[config.mk]
export PLATFORM = sky130hd
export DESIGN_NAME = cbez_weights
export DESIGN_NICKNAME = d
export VERILOG_FILES = /design/src/hdl/cbez_pkg.sv /design/src/hdl/cbez_weights.sv
export SDC_FILE = /design/constraint.sdc
export NUM_CORES = 2
export LEC_CHECK = 0
export BUFFER_PORTS_ARGS = -buffer_cell sky130_fd_sc_hd__buf_2
export CORE_MARGIN = 2
export CORE_UTILIZATION = 50
export DETAILED_ROUTE_END_ITERATION = 7
export PLACE_DENSITY = 0.66
export SLEW_MARGIN = 20
export SYNTH_ARGS = -nofsm -noshare
export SYNTH_HDL_FRONTEND = slang
export SYNTH_SLANG_ARGS = --single-unit
[constraint.sdc]
create_clock -name clk -period 16.5 [get_ports clk]
set_clock_uncertainty 0.15 [all_clocks]
set_input_delay 4.95 -clock clk [delete_from_list [all_inputs] [get_ports clk]]
set_output_delay 4.95 -clock clk [all_outputs]
set_load 0.01 [all_outputs]
[src/hdl/cbez_pkg.sv]
// Shared widths, constants and inter-stage types for the cubic Bezier point evaluator.
package cbez_pkg;

  localparam int INDEX_WIDTH = 7;
  localparam int T_WIDTH     = 17;  // Q1.16 weights, 0..65536
  localparam int FRAC_BITS   = 16;
  localparam int HALF_Q16    = 32768;
  localparam int ADDR_WIDTH  = 5;
  localparam int DATA_WIDTH  = 32;
  localparam int NUM_POINTS  = 4;

  typedef struct packed {
    logic valid;
    logic last;
  } stage_tag_t;

  typedef struct packed {
    logic [NUM_POINTS-1:0][T_WIDTH-1:0] w;
  } weights_t;

endpackage

[src/hdl/cbez_weights.sv]
// Index to t lookup and Bernstein weight pipeline (three register stages).
module cbez_weights import cbez_pkg::*; #(
  parameter int SEGMENTS = 100
) (
  input  logic                   clk,
  input  logic                   rst,
  input  logic                   en,
  input  logic                   in_valid,
  input  logic [INDEX_WIDTH-1:0] sample_index,
  output stage_tag_t             tag,
  output weights_t               weights
);

  localparam int PROD_W = 2 * T_WIDTH + 2;
  localparam int LUT_N  = 2 ** INDEX_WIDTH;

  function automatic logic [T_WIDTH-1:0] round_q16(input logic [PROD_W-1:0] v);
    logic [PROD_W-1:0] s;
    s = v + PROD_W'(HALF_Q16);
    return s[FRAC_BITS +: T_WIDTH];
  endfunction

  // {last, t}, index clamped to SEGMENTS
  logic [T_WIDTH:0] t_lut [LUT_N];

  for (genvar g = 0; g < LUT_N; g++) begin : g_lut
    localparam int IDX = (g > SEGMENTS) ? SEGMENTS : g;
    localparam int TV  = (IDX * 65536 + SEGMENTS / 2) / SEGMENTS;
    assign t_lut[g] = {(IDX == SEGMENTS) ? 1'b1 : 1'b0, T_WIDTH'(TV)};
  end

  stage_tag_t         a_tag, b_tag;
  logic [T_WIDTH-1:0] a_t, a_u;
  logic [T_WIDTH-1:0] b_t, b_u, b_t2, b_u2;
  logic [PROD_W-1:0]  tu2, t2u;

  assign a_u = T_WIDTH'(65536) - a_t;
  assign tu2 = PROD_W'(b_t) * PROD_W'(b_u2);
  assign t2u = PROD_W'(b_t2) * PROD_W'(b_u);

  always_ff @(posedge clk) begin
    if (rst) begin
      a_tag.valid <= 1'b0;
      b_tag.valid <= 1'b0;
      tag.valid   <= 1'b0;
    end else if (en) begin
      a_tag.valid <= in_valid;
      b_tag.valid <= a_tag.valid;
      tag.valid   <= b_tag.valid;
    end
    if (en) begin
      {a_tag.last, a_t} <= t_lut[sample_index];

      b_tag.last <= a_tag.last;
      b_t        <= a_t;
      b_u        <= a_u;
      b_t2       <= round_q16(PROD_W'(a_t) * PROD_W'(a_t));
      b_u2       <= round_q16(PROD_W'(a_u) * PROD_W'(a_u));

      tag.last     <= b_tag.last;
      weights.w[0] <= round_q16(PROD_W'(b_u2) * PROD_W'(b_u));
      weights.w[1] <= round_q16(tu2 + (tu2 << 1));
      weights.w[2] <= round_q16(t2u + (t2u << 1));
      weights.w[3] <= round_q16(PROD_W'(b_t2) * PROD_W'(b_t));
    end
  end

endmodule

Word level (Yosys, flattened, before mapping)
Memory sizes are Yosys's and may differ from the RTL's. A register that Yosys moved wholly into a read port is not among the register bits.
Index checks and enable logic that the tools add are counted.
{"block": "word_totals", "ff_bits": 141, "rom_bits": 2304, "input_bits": 11, "output_inout_bits": 70, "elab_cells": 30, "memories": 1}
{"name": "(name not given)", "depth": 128, "width": 18, "rd": 1, "rd_clocked_by_memory_dff": 1, "write_ports": 0, "line_no": "cbez_weights.sv:52", "rtl": "{a_tag.last, a_t} <= t_lut[sample_index];"}
{"block": "op_classes", "add_sub_neg": 9, "mul": 6, "bitwise_logic": 1}
{"cell": "adder 33 x 16 -> 33 bit, second input constant", "count": 6}
{"cell": "multiplier 17 x 17 -> 33 bit", "count": 6}
{"cell": "adder 33 bit", "count": 2}
{"cell": "subtractor 17 bit, first input constant", "count": 1}
{"cell": "NOT 7 -> 8 bit", "count": 1}

Logic depth before layout (Yosys ltp)
{"block": "depth", "depth_word": 3, "ltp_mapped": 36, "ltp_nobuf": 35}

Worst setup path before layout
No wires, ideal clock.
{"block": "synth_path", "path_type": "register -> register", "start": "register a_t[0]", "end": "register b_u2[13], data pin", "setup_ns": 0.258, "arrival_time_ns": 7.913, "t_required_ns": 16.092, "path_slack_ns": 8.179, "stages_incl_launch_ff": 35, "n_path_buf": 2, "synth_period_minus_slack_ns": 8.321, "path_cell_list": "edfxtp_1 clkbuf_1 inv_1 clkbuf_1 ha_1 nand2_1 or3_1 or3_1 nor3_1 xnor2_1 clkinv_1 nor2_1 inv_1 fa_1 inv_1 fa_1 inv_1 fa_1 inv_1 fa_1 inv_1 fa_1 inv_1 fa_1 ha_1 a21oi_1 nor2b_1 o21ai_0 nand2b_1 a22oi_1 o31ai_1 o21ai_0 o21bai_1 a21oi_1 xnor2_1"}
{"block": "synth_via", "elab_chain_len": 3}
{"element": "start: declaration", "line_no": "cbez_weights.sv:33", "rtl": "logic [T_WIDTH-1:0] a_t, a_u;"}
{"element": "subtractor 17 bit", "line_no": "cbez_weights.sv:37", "rtl": "assign a_u = T_WIDTH'(65536) - a_t;"}
{"element": "named net a_u[10]", "line_no": "cbez_weights.sv:33"}
{"element": "multiplier 17 x 17 -> 33 bit", "line_no": "cbez_weights.sv:58", "rtl": "b_u2 <= round_q16(PROD_W'(a_u) * PROD_W'(a_u));"}
{"element": "adder 33 x 16 -> 33 bit", "line_no": "cbez_weights.sv:19", "rtl": "s = v + PROD_W'(HALF_Q16);"}
{"element": "end signal: assignment", "line_no": "cbez_weights.sv:58"}
{"element": "end: declaration", "line_no": "cbez_weights.sv:34", "rtl": "logic [T_WIDTH-1:0] b_t, b_u, b_t2, b_u2;"}
The timed path passes the listed nets, and every way through them passes these cells.
A chain may end at the register's enable or synchronous reset.

Final worst setup path
{"block": "layout_path", "start": "register a_t[1]", "end": "register b_u2[13], data pin"}
The elaborated chain is that of the path after synthesis.

==> impl_metrics.csv <==
group,metric,value,unit
clock_network,clock_latency,540,ps
timing,tns,0,ps
grt,grt_use_total,24.8,%
timing,layout_worst_path_cycle_share,55.9,%
grt,grt_util_met1,34.0,%
setup_path,cp_max_fo,14,
yosys,yosys.area_share.adder,58.2,%
setup_path,r2r-end,"b_u2[13]",
yosys,synth_xor_area_share,2.89,%
yosys,synth_top_area_share,41.9,%
cells_and_area,fin_util,52.4,%
floorplan,coreArea,0.121,sq mm
yosys,synth_compound_area_share,5.13,%
drt,drtIter0Drc,2892,
yosys,ys_seq_elements,156,
timing,max_slew.worst_pin.slew,1110,ps
floorplan,fp.dieW,353,um
drt,via_count,43300,
grt,gr-usage-met2,41.1,%
cells_and_area,fillers,11300,
yosys,synth_cell_types,83,
setup_path,setup.worst_path.end,"b_u2[13]",
yosys,yosys.area_share.simple,13.9,%
grt,grt_max_degree,69,
grt,grt_antenna_before_repair,3,
floorplan,fp-row-count,128,
yosys,netlist_area,0.0610,sq mm
clock_network,postCtsHoldBufs,0,
placement,hpwl,113000,um
clock_network,postCtsSetupBuffers,0,
yosys,syn_area_per_cell,9.21,sq um
timing,hold_viol,0,
placement,gp_congestion,0.900,
placement,port_buffers,80,
yosys,synth_top_cell_by_area,"fa_1",
timing,fin_crit,9230,ps
setup_path,rrSetupSlack,7270,ps
setup_path,critPathTopFamily,"adder cells",
yosys,synth_warnings,0,
yosys,synth_async_sr_flop_share,0,%
clock_network,cts.clk_slew.worst_paths,70,ps
clock_network,clkSinkCount,156,
clock_network,tritoncts,"yes",
cells_and_area,drive_gt1_share,3.61,%
setup_path,cp.arrival,9380,ps
placement,dp_slack,7410,ps
setup_path,worst-path-buf-inv,7,
floorplan,dieArea,0.125,sq mm
setup_path,crit_path_max_incr_delay,630,ps
yosys,synth_nets,8704,
grt,top_usage_layer,"met2",
setup_path,r2r-start,"a_t[1]",
clock_network,cts_made_buffers,17,
yosys,synth_cells,6622,
hold_path,hold_class,"reg2reg",
setup_path,slowest_stage,"o31ai_1",
timing,setup_violations,0,
clock_network,ctsResizeCount,0,
clock_network,cts_buffer_depth,2,
yosys,synth_edf_count,153,
setup_path,cp_num_cells,32,
timing,slew_headroom,24.0,%
timing,clock.fmax,0.108,GHz
yosys,synth_common_cells,"inv_1 (1634), fa_1 (1278), nand2_1 (832), ha_1 (793), and2_1 (543)",
setup_path,start_kind,"register",
yosys,ys_seq_area_share,7.63,%
yosys,synth_top_family_by_area,"adder cells",
yosys,synth.area.mux_share,0.421,%
setup_path,cpMostUsedCell,"fa_1",
timing,whs,346,ps
setup_path,required,16640,ps
yosys,synthFlopType,"edfxtp_1",
hold_path,hp-start,"tag[1]",
grt,grt_overflow,0,
floorplan,die_h,353,um
yosys,yosys-top-cells-area,"fa_1 (42%), ha_1 (16%), inv_1 (10%)",
drt,drtAntennaViolNets,0,
timing,slew_violations,0,
floorplan,initial_core_util,50.2,%
setup_path,critical_path_class,"reg2reg",
drt,drc,0,
drt,dr.pass1.iters,6,
run,max_cap_viol_count,0,
setup_path,ff2ff_path_depth,32,
drt,wl,148000,um
outcome,status,"finished, final reports clean",
setup_path,crit_path_end_kind,"register",
grt,met3_usage,3.48,%
timing,setup_slack,7270,ps
cells_and_area,syn2layout_area_growth,4.35,%
cells_and_area,nNetsFinal,8616,
clock_network,htreeDepth,4,
drt,via_per_inst,5.29,
grt,grt_pass1_wl,246000,um
grt,grt_pass1_vias,46400,
drt,wire_per_inst,18.1,um
setup_path,critPathLaunch,"a_t[1]",
timing,rsz0062_at_grt,"no",
floorplan,ioPinCount,81,
yosys,synth.most_common_cell,"inv_1",
clock_network,cts-root-buf,"clkbuf_16",
[tightest hold or removal path, cell delays in order (launching register included)]
cell	delay, ps
dfxtp_1	320
mux2i_1	60
nor2_1	80
[cells in the final DEF, fill, tap and decap left out, drive strengths merged, types with 53 or more instances in the layout]
| cell type | n |
|---|---|
| a21oi | 127 |
| and2 | 543 |
| buf | 171 |
| edfxtp | 153 |
| fa | 1278 |
| ha | 793 |
| inv | 1639 |
| nand2 | 833 |
| nor2 | 224 |
| o21ai | 98 |
| xnor2 | 144 |
| xor2 | 53 |
[how the worst min path moves through the flow]
stage / to / slack, ps / depth (start not counted)
2_1_floorplan: b_t[14] / 270 / 0
3_3_place_gp: tag[1] / 320 / 2
3_5_place_dp: tag[1] / 330 / 2
4_1_cts: tag[1] / 350 / 2
5_1_grt: b_tag[1] / 390 / 2
6_report: tag[1] / 350 / 2
[registers in the layout, summed over array words and instances (netlist names)]
| register | cells |
|---|---|
| b_t | 16 |
| b_u2 | 17 |
| b_u | 16 |
| a_t | 17 |
| weights | 68 |
| b_tag | 2 |
| a_tag | 1 |
| tag | 2 |
| b_t2 | 17 |
[cell families after synthesis]
kind of cell / count (synthesis)
adders and majority gates: 2071
buffers and inverters: 1925
and+or+nand+nor: 1781
AOI/OAI and AO/OA: 473
xor gates and xnor gates: 198
DFF: 156
muxes: 18
[cell type report]
| class | count | area [sq um] | area share, % |
|---|---|---|---|
| Tap cell | 1625 | 2030 | 3.19 |
| Sequential cell | 156 | 4650 | 7.31 |
| Clock buffer | 17 | 425 | 0.668 |
| Clock inverter | 13 | 144 | 0.226 |
| Timing Repair Buffer | 171 | 1090 | 1.71 |
| Antenna cell | 2 | 5.00 | 0.00786 |
| Inverter | 1647 | 6180 | 9.71 |
| Multi-Input combinational cell | 4541 | 49100 | 77.2 |
[metrics by stage]
| stage | std cells | cell area, sq um |
|---|---|---|
| finish | 8172 | 63600 |
| global route | 8171 | 63600 |
| CTS | 8170 | 63600 |
| detailed placement | 8140 | 63100 |
| global placement | 8140 | 63100 |
| floorplan | 6622 | 61000 |
[routing by layer]
metal / up-vias / share of wire, %
met5: - / 0
met4: 0 / 2.5
met3: 222 / 6.6
met2: 1325 / 48
met1: 22000 / 43
li1: 19700 / -
Power is left out: the tool's default activity adds up to more than one toggle a clock period on the data nets, which glitch-free logic cannot reach.
