===== config.mk =====
export PLATFORM = sky130hd
export DESIGN_NAME = cbez_regs
export DESIGN_NICKNAME = d
export VERILOG_FILES = /design/src/hdl/cbez_pkg.sv /design/src/hdl/cbez_regs.sv
export SDC_FILE = /design/constraint.sdc
export NUM_CORES = 1
export LEC_CHECK = 0
export ABC_AREA = 1
export BUFFER_PORTS_ARGS = -buffer_cell sky130_fd_sc_hd__buf_2
export CORE_MARGIN = 4
export CORE_UTILIZATION = 50
export CTS_CLUSTER_SIZE = 16
export DETAILED_ROUTE_END_ITERATION = 12
export GPL_ROUTABILITY_DRIVEN = 1
export PLACE_DENSITY = 0.76
export REMOVE_ABC_BUFFERS = 1
export SYNTH_ARGS = -nofsm -noshare
export SYNTH_HDL_FRONTEND = slang
export SYNTH_SLANG_ARGS = --single-unit

===== constraint.sdc =====
create_clock -name clk -period 2.1 [get_ports clk]
set_input_delay 0 -clock clk [delete_from_list [all_inputs] [get_ports clk]]
set_output_delay 0 -clock clk [all_outputs]
set_load 0.1 [all_outputs]

===== src/hdl/cbez_pkg.sv =====
// Shared widths, constants and inter-stage types for the cubic Bezier point evaluator.
package cbez_pkg;

  localparam int INDEX_WIDTH = 7;
  localparam int T_WIDTH     = 17;  // Q1.16 weights, 0..65536
  localparam int FRAC_BITS   = 16;
  localparam int HALF_Q16    = 32768;
  localparam int ADDR_WIDTH  = 5;
  localparam int DATA_WIDTH  = 32;
  localparam int NUM_POINTS  = 4;

  typedef struct packed {
    logic valid;
    logic last;
  } stage_tag_t;

  typedef struct packed {
    logic [NUM_POINTS-1:0][T_WIDTH-1:0] w;
  } weights_t;

endpackage


===== src/hdl/cbez_regs.sv =====
// APB control point register file.
module cbez_regs import cbez_pkg::*; #(
  parameter int COORD_WIDTH = 16
) (
  input  logic                          clk,
  input  logic                          rst,
  input  logic                          psel,
  input  logic                          penable,
  input  logic                          pwrite,
  input  logic [ADDR_WIDTH-1:0]         paddr,
  input  logic [DATA_WIDTH-1:0]         pwdata,
  output logic [DATA_WIDTH-1:0]         prdata,
  output logic                          pready,
  output logic signed [COORD_WIDTH-1:0] ctrl_x [NUM_POINTS],
  output logic signed [COORD_WIDTH-1:0] ctrl_y [NUM_POINTS]
);

  localparam int NUM_REGS = 2 * NUM_POINTS;

  logic [COORD_WIDTH-1:0] ctrl_reg [NUM_REGS];
  logic [2:0]             reg_idx;
  logic                   wr_en;

  assign reg_idx = paddr[4:2];
  assign wr_en   = psel && penable && pwrite;
  assign pready  = 1'b1;
  assign prdata  = DATA_WIDTH'($signed(ctrl_reg[reg_idx]));

  always_ff @(posedge clk) begin
    if (rst) begin
      for (int k = 0; k < NUM_REGS; k++) begin
        ctrl_reg[k] <= '0;
      end
    end else if (wr_en) begin
      ctrl_reg[reg_idx] <= pwdata[COORD_WIDTH-1:0];
    end
  end

  // registers alternate x, y per control point
  for (genvar k = 0; k < NUM_POINTS; k++) begin : g_map
    assign ctrl_x[k] = $signed(ctrl_reg[2*k]);
    assign ctrl_y[k] = $signed(ctrl_reg[2*k+1]);
  end

endmodule


# Word level (Yosys, flattened, before mapping)

Memory sizes are Yosys's and may differ from the RTL's.
Cells that the tools add are included.

Bits in registers: 0
RAM bits: 128
Output and inout bits: 161
Memories: 1

Muxes and demuxes: 8
Reduce and logical (&&, ||, !) cells: 3

Memory list:

| name     | words | width | read ports | clocked after memory_dff | write ports | RTL line        | RTL |
|---|---|---|---|---|---|---|---|
| ctrl_reg | 8     | 16    | 9          | 0                        | 8           | cbez_regs.sv:20 | `logic [COORD_WIDTH-1:0] ctrl_reg [NUM_REGS];` |

Operators with widths:

| kind              | count |
|---|---|
| $mux 16           | 1 |
| $reduce_or 16->1  | 1 |
| $mux 1            | 6 |
| $mux 3            | 1 |
| $logic_and 1x1->1 | 2 |

# Longest topological paths before layout

Gate-level depths: netlist of the first run.

Depth in word-level cells: 7
Mapped depth: 11
Gate-level depth less buffers: 7

# Least setup slack after synthesis of the first run

OpenSTA, ideal clock, no wires.

Path kind: register -> output
Start point: memory ctrl_reg[3][15]
End point: output prdata[16]
Data arrival time: 2,619 ps
Data required time: 2,100 ps
Setup slack: -519 ps
Cell stages (with the launch flop): 8
Buffers on the path: 1
Cells stage by stage: edfxtp_1 -> nand2_1 -> nand2_1 -> nand2_1 -> nand2_1 -> nand2_1 -> nand2_1 -> buf_4

RTL lines:

| what               | RTL line        | RTL |
|---|---|---|
| start: declaration | cbez_regs.sv:20 |  |
| end: declaration   | cbez_regs.sv:12 | `output logic [DATA_WIDTH-1:0] prdata,` |

==> run_results.csv, run 1 <==
group,metric,value,unit
outcome,status,"completed",
grt,grt_remaining_overflow,0,
sta,fin_tns_setup,0,ns
die,die_w,118.9,um
layout,fillers,990,
yosys,async_reset_ff_share,0,%
flow_run,drv_cap,0,
sta,fmax,0.5234,GHz
die,die_h,118.9,um
sta,maxSlewViolCount,0,
power,switchingPower,3.084,mW
detailed_routing,routedWlPerCell,17.16,um
min_path,hold_path_class,"in2reg",
clock_network,cts_setup_buffers,0,
yosys,syn_area,6151,um^2
detailed_routing,vias,5212,
worst_setup_path,cp.required,2.10,ns
worst_setup_path,crit_start,"ctrl_reg[6][15]$_SDFFCE_PN0P_",
sta,setup_violations,0,
clock_network,cts_tree,"built",
die,io_pins,203,
clock_network,cts_made_buffers,17,
power,ir_worst_vdd,0.0005580,V
worst_setup_path,end_kind,"output pin",
yosys,synthDistinctLibCells,19,
layout,final_cell_mix,"nand2_1, buf_2, edfxtp_1, nor2_1, buf_4",
clock_network,cts_buffer_depth,2,
detailed_routing,antenna_left,0,
yosys,ys.flop_type,"edfxtp_1",
layout,antennaDiodeCount,0,
sta,period_share,90.97,%
placed_design,portBuffers,183,
sta,hold_ws,0.03093,ns
die,start_util,51.21,%
layout,final_common_cell,"nand2_1",
grt,grt_pass1_vias,5079,
grt,gr-usage-all-layers,25.20,%
worst_setup_path,crit_path_start_kind,"flop",
sta,final-hold-violation-count,0,
yosys,yosysSeqAreaShare,62.49,%
yosys,yosysWarnings,0,
worst_setup_path,arrival,1.91,ns
sta,rsz0062_at_grt,"no",
clock_network,cts_resized,0,
yosys,syn-instance-count,684,
grt,grt_pass1_wl,26.94,mm
clock_network,hold_buffers,0,
yosys,synth-edff-count,128,
grt,antenna_found_initial,0,
sta,tightest_slew,0.5219,ns
die,rows,40,
layout,area_growth,28.48,%
clock_network,cts_root_buffer,"clkbuf_16",
power,clock_power_share,36.8,%
placed_design,dp_hpwl,12.81,mm
detailed_routing,dr.pass1.iters,5,
detailed_routing,drt_iter0_markers,323,
sta,min_period,1.910,ns
yosys,synth_area_per_cell,8.993,um^2
placed_design,dp_cells,1001,
die,core_region_area,12010,um^2
detailed_routing,wl,17.73,mm
die,die_area,14140,um^2
sta,slew_headroom,65.44,%
clock_network,clock_sinks,128,
power,pwr_density_cell,1064,nW/um^2
worst_setup_path,crit_end,"prdata[18]",
layout,largest_reg_flops,128,
layout,finish.net_count,915,
layout,fin_cells,1033,
clock_network,ctsHtreeMaxLevel,4,
grt,grt_max_degree,48,
yosys,ys_seq_elements,128,
layout,utilization,65.79,%
worst_setup_path,worstSetupPathType,"reg2out",
power,power.leakage,3.858,nW
worst_setup_path,cp_max_fo,17,
detailed_routing,vias_per_cell,5.045,
detailed_routing,drc_errors,0,
layout,final_layout_size_suffix_gt1_share,30.59,%
power,p_seq_share,36.0,%
placed_design,gp_congestion,0.8419,
clock_network,clk_pin_slew_worst_paths,0.05,ns
power,internal_power,5.329,mW
power,p_sw_share,36.66,%
power,combPwrFrac,27.2,%
[synthesized netlist by cell type (4+ instances only)]
cell	n	area share [%]
clkbuf_1	9	0.55
nand4_1	4	0.41
nor2_2	10	1.0
buf_6	4	0.73
edfxtp_1	128	62
nand3_2	4	0.65
nand2_1	330	20
buf_4	19	2.3
buf_2	16	1.3
nor2_1	124	7.6
inv_1	19	1.2
[worst max-delay path: stages (launching register included)]
cell and delay (ns):
edfxtp_1 0.40, nand2_1 0.07, nand2_1 0.07, nand2_1 0.04, nand2_1 0.06, nand2_1 0.05, nand2_1 0.30, buf_2 0.50
[how the worst min path moves through the flow]
| stage | slack [ns] | end | startpoint | cells after the start |
|---|---|---|---|---|
| after global placement | 0.43 | ctrl_reg[2][14]$_SDFFCE_PN0P_ | pwdata[14] | 3 |
| after CTS | 0.02 | ctrl_reg[2][14]$_SDFFCE_PN0P_ | pwdata[14] | 3 |
| after detailed placement | 0.44 | ctrl_reg[2][14]$_SDFFCE_PN0P_ | pwdata[14] | 3 |
| final | 0.03 | ctrl_reg[2][2]$_SDFFCE_PN0P_ | pwdata[2] | 3 |
| after global routing | 0.04 | ctrl_reg[1][2]$_SDFFCE_PN0P_ | pwdata[2] | 3 |
| after floorplan | 0.29 | ctrl_reg[0][0]$_SDFFCE_PN0P_ | pwdata[0] | 2 |
[metrics by stage]
step                      setup slack (ns)  power (mW)  cell area (um^2)
after global placement              0.5455       5.359              7278
after global routing              0.001881       8.667              7903
after CTS                           0.1592       8.439              7903
final                               0.1896       8.412              7903
after detailed placement            0.5367       5.367              7278
after floorplan                     -9.781       4.837              5838
[kinds of logic after synthesis]
family	share of synthesized area, %
DFF	62.49
and+or+nand+nor	31.08
buffers and inverters	6.367
other	0.06097
[final cells by class]
type / instances / area [um^2] / share of cell area, %
repair buffers: 221 / 1256 / 15.90
inverters: 21 / 78.83 / 0.9975
well taps: 147 / 183.9 / 2.327
clock inverters: 14 / 195.2 / 2.470
multi-input cells: 484 / 1916 / 24.24
clock buffers: 18 / 429.2 / 5.431
flip-flops and latches: 128 / 3844 / 48.64
[power groups by stage]
stage / Sequential [mW] / Clock, mW / Combinational [mW]
floorplan: 4.10 / 0 / 0.734
CTS: 3.03 / 3.12 / 2.29
detailed placement: 3.08 / 0 / 2.29
finish: 3.03 / 3.10 / 2.28
global route: 3.04 / 3.26 / 2.37
global placement: 3.08 / 0 / 2.28
[per-layer routing]
layer  vias to the layer above  share of wire, %  GRT usage (%)
li1                       2519                 -              -
met1                      2390                40          31.18
met2                       268                47          40.53
met3                        35                10          7.787
met4                         0               3.4          11.73
met5                         -                 0              0
Power figures use the tool's default switching activity.
==> inputs of run 2 (changes only) <==
- RECOVER_POWER: unset -> 25
==> run 2 against run 1 <==
  * Total power is 0.12% lower
  * Clock power about the same
  * Non-clock buffer count did not move
  * Routed wire length hardly changed
==> run_results.csv, run 2 (synthesis results as in run 1) <==
group,metric,value,unit
outcome,status,"completed",
worst_setup_path,slowest_delay,0.56,ns
detailed_routing,dr.pass1.iters,5,
die,die_area,14140,um^2
layout,final_cell_mix,"nand2_1, buf_2, edfxtp_1, nor2_1, buf_4",
worst_setup_path,path_buf_inv,3,
placed_design,dp_cells,1001,
grt,grt_pass1_vias,5079,
worst_setup_path,cp.required,2.10,ns
clock_network,cts_tree,"built",
flow_run,drv_cap,0,
clock_network,cts_buffer_depth,2,
layout,final_layout_size_suffix_gt1_share,29.57,%
sta,hold_ws,0.03447,ns
placed_design,gp_congestion,0.8419,
worst_setup_path,arrival,1.94,ns
sta,setup_violations,0,
sta,fmax,0.5166,GHz
clock_network,cts_resized,0,
layout,seqCellArea,3844,um^2
die,io_pins,203,
detailed_routing,drt_iter0_markers,340,
clock_network,clk_pin_slew_worst_paths,0.05,ns
layout,antennaDiodeCount,0,
layout,multi_input_area,1903,um^2
worst_setup_path,crit_chain,"clkbuf_1 -> clkbuf_1 -> nor2_1 -> nand3_1 -> nand2_1 -> nor2_1 -> nand2_1 -> buf_2",
sta,rsz0062_at_grt,"no",
clock_network,cts_root_buffer,"clkbuf_16",
layout,largest_reg_flops,128,
die,die_h,118.9,um
worst_setup_path,critical_path.top_delay_family,"buffers and inverters",
sta,fin_tns_setup,0,ns
grt,antenna_found_initial,0,
clock_network,cts_made_buffers,17,
power,pwr_density_cell,1069,nW/um^2
die,die_w,118.9,um
worst_setup_path,end_kind,"output pin",
worst_setup_path,cp_slowest_cell,"clkbuf_1",
worst_setup_path,crit_path_start_kind,"input pin",
layout,fin_cells,1033,
detailed_routing,antenna_left,0,
power,power.leakage,3.836,nW
detailed_routing,routedWlPerCell,17.15,um
clock_network,hold_buffers,0,
grt,grt_pass1_wl,26.94,mm
clock_network,cts_setup_buffers,0,
grt,gr-usage-all-layers,25.20,%
clock_network,clock_sinks,128,
detailed_routing,wl,17.72,mm
placed_design,dp_hpwl,12.81,mm
placed_design,portBuffers,183,
worst_setup_path,cp_max_fo,15,
sta,slew_headroom,37.21,%
layout,fillers,998,
die,rows,40,
layout,area_growth,27.79,%
layout,finish.net_count,915,
grt,grt_max_degree,48,
power,ir_worst_vdd,0.0005571,V
min_path,hold_path_class,"in2reg",
clock_network,ctsHtreeMaxLevel,4,
detailed_routing,vias_per_cell,5.030,
sta,maxSlewViolCount,0,
die,core_region_area,12010,um^2
die,start_util,51.21,%
detailed_routing,drc_errors,0,
layout,final_common_cell,"nand2_1",
sta,period_share,92.18,%
sta,final-hold-violation-count,0,
sta,tightest_slew,0.9419,ns
detailed_routing,vias,5196,
grt,grt_remaining_overflow,0,
worst_setup_path,worstSetupPathType,"in2out",
sta,min_period,1.936,ns
run 2: power breakdown:
group,internal (mW),switching (mW)
combinational,0.296,1.99
sequential,2.95,0.0787
clock,2.08,1.01
total,5.33,3.08
run 2: path summary, 6_finish.rpt:
kind                  start                      endpoint  depth (start not counted)
hold / removal    pwdata[2]  ctrl_reg[2][2]$_SDFFCE_PN0P_                          3
setup / recovery   paddr[3]                    prdata[14]                          8
run 2: area by class of cell:
class,instances,area share [%]
Sequential cell,128,48.90
Clock inverter,14,2.483
Multi-Input combinational cell,484,24.21
Inverter,21,1.003
Clock buffer,18,5.460
Tap cell,147,2.340
Timing Repair Buffer,221,15.60
run 2: per-layer routing:
metal  up-vias  share of wire, %  global-route usage (%)
met5         -                 0                       0
met4         0               3.4                   11.73
met3        37                10                   7.787
met2       253                47                   40.53
met1      2387                40                   31.18
li1       2519                 -                       -
run 2: through the flow:
stage                     area [um^2]  worst slack (ns)  utilization (%)  total power [mW]
after floorplan                  5838            -9.781                -             4.837
after global placement           7278            0.5455            60.59             5.359
after detailed placement         7278            0.5367            60.59             5.367
after CTS                        7903            0.1592            65.79             8.439
after global routing             7860          0.003375            65.44             8.663
final                            7860            0.1642            65.44             8.402
